$ cat src/sv/assert_macros.svh
// assertion helpers shared by the rtl
`ifndef ASSERT_MACROS_SVH
`define ASSERT_MACROS_SVH

`ifndef SYNTHESIS
// property checked on every rising edge out of reset
`define SFE_ASSERT(lbl, clk, rstn, prop, msg) \
  lbl: assert property (@(posedge clk) disable iff (!rstn) prop) else $error(msg);
// condition that must never be seen out of reset
`define SFE_NEVER(lbl, clk, rstn, cond, msg) \
  lbl: assert property (@(posedge clk) disable iff (!rstn) !(cond)) else $error(msg);
`else
`define SFE_ASSERT(lbl, clk, rstn, prop, msg)
`define SFE_NEVER(lbl, clk, rstn, cond, msg)
`endif

`endif

$ cat src/sv/sfe_pkg.sv
`default_nettype none
package sfe_pkg;

  localparam int CHAR_W  = 8;
  localparam int MAX_RUN = 10;
  localparam int CNT_W   = $clog2(MAX_RUN + 1);
  localparam int SUM_W   = 12;

  // framing characters and the address offset base
  localparam logic [CHAR_W-1:0] CH_HASH = 8'd35;
  localparam logic [CHAR_W-1:0] CH_EQ   = 8'd61;
  localparam logic [CHAR_W-1:0] CH_CR   = 8'd13;
  localparam logic [CHAR_W-1:0] CH_A    = 8'd97;

  typedef logic [CHAR_W-1:0] char_t;
  typedef logic [3:0][CHAR_W-1:0] group_t;

  // characters of one item plus how many of them are valid
  typedef struct packed {
    logic [MAX_RUN-1:0][CHAR_W-1:0] chars;
    logic [CNT_W-1:0]               count;
  } run_t;

  // three bytes to four offset six-bit characters, first character in slot 0
  function automatic group_t enc_group(input char_t a, input char_t b, input char_t c);
    group_t g;
    g[0] = CH_EQ + {2'b00, a[7:2]};
    g[1] = CH_EQ + {2'b00, a[1:0], b[7:4]};
    g[2] = CH_EQ + {2'b00, b[3:0], c[7:6]};
    g[3] = CH_EQ + {2'b00, c[5:0]};
    return g;
  endfunction

endpackage
`default_nettype wire

$ cat src/sv/sfe_encode.sv
`default_nettype none
`include "assert_macros.svh"
module sfe_encode
  import sfe_pkg::*;
(
  input  wire logic        clk,
  input  wire logic        rst_n,
  input  wire logic        in_xfer,
  input  wire logic [7:0]  payload_byte,
  input  wire logic        byte_present,
  input  wire logic        frame_last,
  input  wire logic [7:0]  command_code,
  input  wire logic [7:0]  dest_address,
  output run_t             run
);

  logic             in_frame_r, in_frame_nxt;
  logic [15:0]      grp_r, grp_nxt;
  logic [1:0]       gcnt_r, gcnt_nxt;
  logic [SUM_W-1:0] sum_r, sum_nxt;

  logic             hdr;
  logic [15:0]      gb0, gb1;
  logic [1:0]       gc0, gc1;
  logic [SUM_W-1:0] sum0, sum1, hdr_sum, grp_sum;
  char_t            addr_ch, ga, gbb, gcc;
  logic             grp_emit;
  group_t           grp;
  logic [CNT_W-1:0] n;

  // header, pending group bookkeeping and group selection
  always_comb begin
    hdr     = !in_frame_r;
    gb0     = hdr ? 16'h0000 : grp_r;
    gc0     = hdr ? 2'd0 : gcnt_r;
    sum0    = hdr ? '0 : sum_r;
    addr_ch = CH_A + dest_address;
    hdr_sum = SUM_W'(CH_HASH) + SUM_W'(addr_ch) + SUM_W'(command_code);

    grp_emit = 1'b0;
    ga       = gb0[15:8];
    gbb      = gb0[7:0];
    gcc      = payload_byte;
    gb1      = gb0;
    gc1      = gc0;
    if (byte_present) begin
      case (gc0)
        2'd0: begin
          gb1 = {payload_byte, 8'h00};
          gc1 = 2'd1;
        end
        2'd1: begin
          gb1 = {gb0[15:8], payload_byte};
          gc1 = 2'd2;
        end
        default: begin
          grp_emit = 1'b1;
          gb1      = 16'h0000;
          gc1      = 2'd0;
        end
      endcase
    end
    // short group padded with zero bytes at frame end
    if (frame_last && gc1 != 2'd0) begin
      grp_emit = 1'b1;
      ga       = gb1[15:8];
      gbb      = (gc1 == 2'd1) ? 8'h00 : gb1[7:0];
      gcc      = 8'h00;
    end
  end

  assign grp     = enc_group(ga, gbb, gcc);
  assign grp_sum = SUM_W'(grp[0]) + SUM_W'(grp[1]) + SUM_W'(grp[2]) + SUM_W'(grp[3]);
  assign sum1    = sum0 + (hdr ? hdr_sum : '0) + (grp_emit ? grp_sum : '0);

  // character list of this item
  always_comb begin
    run.chars = '0;
    n         = '0;
    if (hdr) begin
      run.chars[0] = CH_HASH;
      run.chars[1] = addr_ch;
      run.chars[2] = command_code;
      n            = CNT_W'(3);
    end
    if (grp_emit) begin
      for (int i = 0; i < 4; i++) begin
        run.chars[n + CNT_W'(i)] = grp[i];
      end
      n = n + CNT_W'(4);
    end
    if (frame_last) begin
      run.chars[n]              = CH_EQ + {2'b00, sum1[11:6]};
      run.chars[n + CNT_W'(1)]  = CH_EQ + {2'b00, sum1[5:0]};
      run.chars[n + CNT_W'(2)]  = CH_CR;
      n                         = n + CNT_W'(3);
    end
    run.count = n;
  end

  // frame state after this item
  always_comb begin
    if (frame_last) begin
      in_frame_nxt = 1'b0;
      grp_nxt      = 16'h0000;
      gcnt_nxt     = 2'd0;
      sum_nxt      = '0;
    end else begin
      in_frame_nxt = 1'b1;
      grp_nxt      = gb1;
      gcnt_nxt     = gc1;
      sum_nxt      = sum1;
    end
  end

  always_ff @(posedge clk) begin
    if (!rst_n) begin
      in_frame_r <= 1'b0;
      grp_r      <= 16'h0000;
      gcnt_r     <= 2'd0;
      sum_r      <= '0;
    end else if (in_xfer) begin
      in_frame_r <= in_frame_nxt;
      grp_r      <= grp_nxt;
      gcnt_r     <= gcnt_nxt;
      sum_r      <= sum_nxt;
    end
  end

  `SFE_NEVER(a_gcnt_max, clk, rst_n, gcnt_r == 2'd3, "pending byte count reached three")
  `SFE_ASSERT(a_closed_clean, clk, rst_n, !in_frame_r |-> (gcnt_r == 2'd0 && sum_r == '0), "closed frame left state behind")

endmodule
`default_nettype wire

$ cat src/sv/sfe_serialize.sv
`default_nettype none
`include "assert_macros.svh"
module sfe_serialize
  import sfe_pkg::*;
(
  input  wire logic  clk,
  input  wire logic  rst_n,
  input  wire logic  load,
  input  wire run_t  run,
  output logic       can_load,
  output logic       out_valid,
  input  wire logic  out_ready,
  output logic [7:0] out_tx_char,
  output logic       out_run_last
);

  logic [MAX_RUN-1:0][CHAR_W-1:0] chars_r;
  logic [CNT_W-1:0]               cnt_r;
  logic                           out_xfer;

  assign out_valid    = (cnt_r != '0);
  assign out_xfer     = out_valid && out_ready;
  assign out_tx_char  = chars_r[0];
  assign out_run_last = (cnt_r == CNT_W'(1));
  // buffer free, or its last character leaves this cycle
  assign can_load     = (cnt_r == '0) || (out_run_last && out_ready);

  // remaining character count
  always_ff @(posedge clk) begin
    if (!rst_n) begin
      cnt_r <= '0;
    end else if (load) begin
      cnt_r <= run.count;
    end else if (out_xfer) begin
      cnt_r <= cnt_r - CNT_W'(1);
    end
  end

  // character shift line, head at slot 0
  always_ff @(posedge clk) begin
    if (load) begin
      chars_r <= run.chars;
    end else if (out_xfer) begin
      chars_r <= {CHAR_W'(0), chars_r[MAX_RUN-1:1]};
    end
  end

  `SFE_ASSERT(a_cnt_range, clk, rst_n, cnt_r <= CNT_W'(MAX_RUN),
    "character count above run maximum")
  `SFE_ASSERT(a_load_safe, clk, rst_n,
    load |-> (cnt_r == '0 || (cnt_r == CNT_W'(1) && out_ready)),
    "run loaded over pending characters")
  `SFE_ASSERT(a_cnt_step, clk, rst_n,
    (out_xfer && !load && cnt_r > CNT_W'(1)) |=> (cnt_r == $past(cnt_r) - CNT_W'(1)),
    "count did not step down on transfer")

endmodule
`default_nettype wire

$ cat src/sv/serial_frame_encoder_sum_checksum.sv
// channel  ports                                                 direction
// in       in_valid in_ready in_payload_byte .. in_dest_address  input
// out      out_valid out_ready out_tx_char out_run_last          output
//
// an item causing k characters holds the output buffer until all k have transferred,
// one character per cycle while out_ready is high; an item causing none leaves it free
// the next item is taken in the cycle its predecessor's last character transfers
// encoding is one combinational pass into the output shift buffer
// rst_n is synchronous, active low, and closes any open frame
// out_ready low holds the current character and stalls the input side while characters are pending
`default_nettype none
module serial_frame_encoder_sum_checksum
  import sfe_pkg::*;
(
  input  wire logic       clk,
  input  wire logic       rst_n,
  input  wire logic       in_valid,
  output logic            in_ready,
  input  wire logic [7:0] in_payload_byte,
  input  wire logic       in_byte_present,
  input  wire logic       in_frame_last,
  input  wire logic [7:0] in_command_code,
  input  wire logic [7:0] in_dest_address,
  output logic            out_valid,
  input  wire logic       out_ready,
  output logic [7:0]      out_tx_char,
  output logic            out_run_last
);

  run_t run;
  logic in_xfer;
  logic can_load;

  assign in_ready = can_load;
  assign in_xfer  = in_valid && can_load;

  // frame state and character generation
  sfe_encode u_encode (
    .clk          (clk),
    .rst_n        (rst_n),
    .in_xfer      (in_xfer),
    .payload_byte (in_payload_byte),
    .byte_present (in_byte_present),
    .frame_last   (in_frame_last),
    .command_code (in_command_code),
    .dest_address (in_dest_address),
    .run          (run)
  );

  // one character per transfer
  sfe_serialize u_serialize (
    .clk          (clk),
    .rst_n        (rst_n),
    .load         (in_xfer),
    .run          (run),
    .can_load     (can_load),
    .out_valid    (out_valid),
    .out_ready    (out_ready),
    .out_tx_char  (out_tx_char),
    .out_run_last (out_run_last)
  );

endmodule
`default_nettype wire
$ cat config.mk
export PLATFORM = sky130hd
export DESIGN_NAME = serial_frame_encoder_sum_checksum
export DESIGN_NICKNAME = d
export VERILOG_FILES = /design/src/sv/sfe_pkg.sv /design/src/sv/sfe_encode.sv /design/src/sv/sfe_serialize.sv /design/src/sv/serial_frame_encoder_sum_checksum.sv
export VERILOG_INCLUDE_DIRS = /design/src /design/src/sv
export SDC_FILE = /design/constraint.sdc
export NUM_CORES = 1
export LEC_CHECK = 0
export ABC_AREA = 1
export ABC_CLOCK_PERIOD_IN_PS = 22100
export BUFFER_PORTS_ARGS = -buffer_cell sky130_fd_sc_hd__buf_2
export CORE_ASPECT_RATIO = 0.7
export CORE_MARGIN = 3
export CORE_UTILIZATION = 60
export CTS_CLUSTER_DIAMETER = 40
export CTS_CLUSTER_SIZE = 40
export DETAILED_ROUTE_END_ITERATION = 10
export GPL_TIMING_DRIVEN = 0
export PLACE_DENSITY = 0.88
export REMOVE_ABC_BUFFERS = 1
export SYNTH_ARGS = -nofsm -noshare
export SYNTH_HDL_FRONTEND = slang
export SYNTH_HIERARCHICAL = 1
export SYNTH_SLANG_ARGS = --single-unit
$ cat constraint.sdc
create_clock -name clk -period 22.1 [get_ports clk]
set_input_delay 3.315 -clock clk [delete_from_list [all_inputs] [get_ports clk]]
set_output_delay 3.315 -clock clk [all_outputs]
set_load 0.01 [all_outputs]
==> impl_metrics.csv <==
group,metric,value,unit
worst_hold_path,hold_class,"reg2reg",
route,vias_per_cell,5.68,
floorplanning,core,15000,um^2
global_route,grt_max_degree,78,
cells_and_area,stdcell_area,10100,um^2
synthesis,ys_ff_latch,115,
timing,rsz0062_at_grt,"no",
timing,period_minus_slack,10.95,ns
route,ant_nets,0,
floorplanning,die_w,155,um
synthesis,async_flop_share,0,%
synthesis,synthTopCellsByCount,"nand2_1, inv_1, nor2_1",
global_route,antenna_found_initial,0,
placed_design,place_area,9500,um^2
timing,worst_slew_pin_slew,1.28,ns
placed_design,dp.cells,1515,
clock_tree,numCtsBuffers,17,
floorplanning,die_y,110,um
power,leakage,5.07,nW
power,powerDensity,133,nW/um^2
route,wl_per_cell,16.9,um
synthesis,synth_top_area_share,25.7,%
cells_and_area,num_antenna_cells,0,
setup_path,arrival,11.12,ns
clock_tree,cts_tree,"done",
synthesis,synth.distinct_cells,49,
setup_path,startpoint_type,"input port",
floorplanning,ios,41,
outcome,status,"completed",
timing,hold_violations,0,
clock_tree,clockBufferDepth,2,
route,initialDrtViolationCount,954,
synthesis,netlist_top_cells_area,"edfxtp_1, nand2_1, dfxtp_1",
setup_path,critical_path_peak_fanout,24,
job,drv_cap,0,
power,switchingPower,0.000607,W
clock_tree,cts_setup_buffers,0,
global_route,gr-total-overflow,0,
global_route,grtUsageTotal,31.3,%
timing,setup_viol,0,
floorplanning,rows,37,
cells_and_area,stdcell_count,1547,
power,internal-power,0.000733,W
synthesis,synth_warnings,6,
cells_and_area,final_layout_size_suffix_gt1_share,9.02,%
setup_path,worst-setup-path-type,"in2reg",
floorplanning,initial_core_util,62.4,%
setup_path,critPathMostFrequentCell,"nand2_1",
clock_tree,root_buffer,"clkbuf_16",
synthesis,synth_area_per_cell,6.98,um^2
route,first_pass_iters,6,
power,seq_power_share,29.6,%
cells_and_area,syn_to_final_growth,8.13,%
clock_tree,cts_hold_buffers,0,
placed_design,port-buffer-count,40,
clock_tree,cts_sinks,115,
synthesis,syn_inst,1337,
clock_tree,htreeDepth,4,
synthesis,ys.flop_type,"edfxtp_1",
cells_and_area,fill_cells,1248,
placed_design,place.detailed.hpwl,19200,um
global_route,grt_pass1_wl,41500,um
power,power_frac_comb,49.5,%
floorplanning,die_area,17100,um^2
setup_path,worst-path-buf-inv,8,
setup_path,path_delay_family,"adder cells",
setup_path,end_kind,"flop",
synthesis,yosysMostFrequentCell,"nand2_1",
timing,fmax,91.3,MHz
synthesis,syn_area,9340,um^2
power,swShare,45.3,%
power,p_clk_share,20.9,%
clock_tree,clk_latency,0.42,ns
clock_tree,cts_resized,0,
setup_path,crit_path_top_delay_cell,"xor2_1",
timing,maxSlewHeadroom,14.6,%
synthesis,ys_seq_area_share,33.2,%
timing,finalClockSkew,0.00575,ns
timing,setup-tns-final,0,ns
route,vias,8782,
timing,slew_violations,0,
synthesis,synth_edf_count,80,
cells_and_area,nNetsFinal,1443,
synthesis,synth_area_leader_cell,"edfxtp_1",
power,peakVddDrop,154,uV
setup_path,slowest_delay,0.65,ns
setup_path,worstPathRequired,22.26,ns
placed_design,place.gp.congestion,1.01,
timing,fin_crit_sh,49.6,%
global_route,grt_pass1_vias,7967,
clock_tree,cts.reportedPaths.clkPinSlew,0.06,ns
route,wl,26200,um
route,drcViolationCount,0,
## routing by layer
layer	part of all wire (%)	global-route usage, %	up-vias
li1	-	-	4224
met1	43	44.3	4064
met2	43	47.4	449
met3	12	8.39	45
met4	2.0	9.45	0
met5	0	0	-
## path summary, 6_finish.rpt
check                      startpoint                         end  slack, ns  cells past startpoint
setup / recovery      in_byte_present  u_serialize/out_tx_char[2]      11.15                     38
hold / removal      u_encode/sum_r[3]           u_encode/sum_r[3]       0.47                      2
setup reg to reg  u_encode/in_frame_r  u_serialize/out_tx_char[2]      13.43                     38
hold reg to reg     u_encode/sum_r[3]           u_encode/sum_r[3]       0.47                      2
## kinds of logic after synthesis
family          after synthesis  synth area share, %
compound gates              171                 10.3
xor+xnor                     20                 2.04
fa+ha+maj                    74                 11.9
buf+inv                     242                 11.4
flops                       115                 33.2
other cells                   1               0.0402
simple gates                714                 31.1
## layout make-up
class / count / area, um^2 / share of cell area (%)
multi-input combinational: 987 / 5210 / 51.6
sequential: 115 / 3100 / 30.7
inverter: 174 / 653 / 6.47
clock buffer: 18 / 429 / 4.25
timing repair buffer: 44 / 295 / 2.92
tap: 195 / 244 / 2.42
clock inverter: 14 / 163 / 1.61
## worst reg2reg max path, delay by kind of cell, from the launching register on
family / cells / cell delay [ns]
AOI/OAI and AO/OA: 6 / 1.58
DFF: 1 / 0.63
and+or+nand+nor: 17 / 2.10
xor gates and xnor gates: 2 / 0.83
adders and majority gates: 6 / 2.55
buffers and inverters: 7 / 0.74
## layout by cell type (no fill, tap or decap), types with 15 or more instances in the layout
cell and count:
dfxtp_1 34, nand3_1 50, inv_1 160, o21ai_1 15, nand2_1 524, clkbuf_16 17, buf_2 40, a21oi_1 76
fa_1 25, xor2_1 15, o21ai_0 35, nor2_1 87, edfxtp_1 80, nand2_2 15, ha_1 49
## power by group through the flow
stage	sequential, W	clock, W	combinational, W
2_1_floorplan	0.000404	0	0.000424
3_3_place_gp	0.000407	0	0.000608
3_5_place_dp	0.000400	0	0.000640
4_1_cts	0.000397	0.000283	0.000646
5_1_grt	0.000404	0.000293	0.000734
6_report	0.000397	0.000280	0.000663
## state kept, by name, indices dropped and copies added, names as in the netlist
name,cells
u_serialize/chars_r,72
u_serialize/cnt_r,4
u_encode/in_frame_r,1
u_serialize/out_tx_char,8
u_encode/gcnt_r,2
u_encode/sum_r,12
u_encode/grp_r,16
## metrics by stage
step / hold slack, ns / power, W / utilization [%] / setup WS [ns]
3_3_place_gp: 0.452 / 0.00102 / 62.9 / 11.00
3_5_place_dp: 0.456 / 0.00104 / 63.6 / 10.97
2_1_floorplan: 0.446 / 0.000828 / - / 12.80
4_1_cts: 0.465 / 0.00133 / 67.5 / 11.37
6_report: 0.466 / 0.00134 / 67.5 / 11.15
5_1_grt: 0.481 / 0.00143 / 67.5 / 10.51
Note: power is estimated with default switching activity, not from simulation.
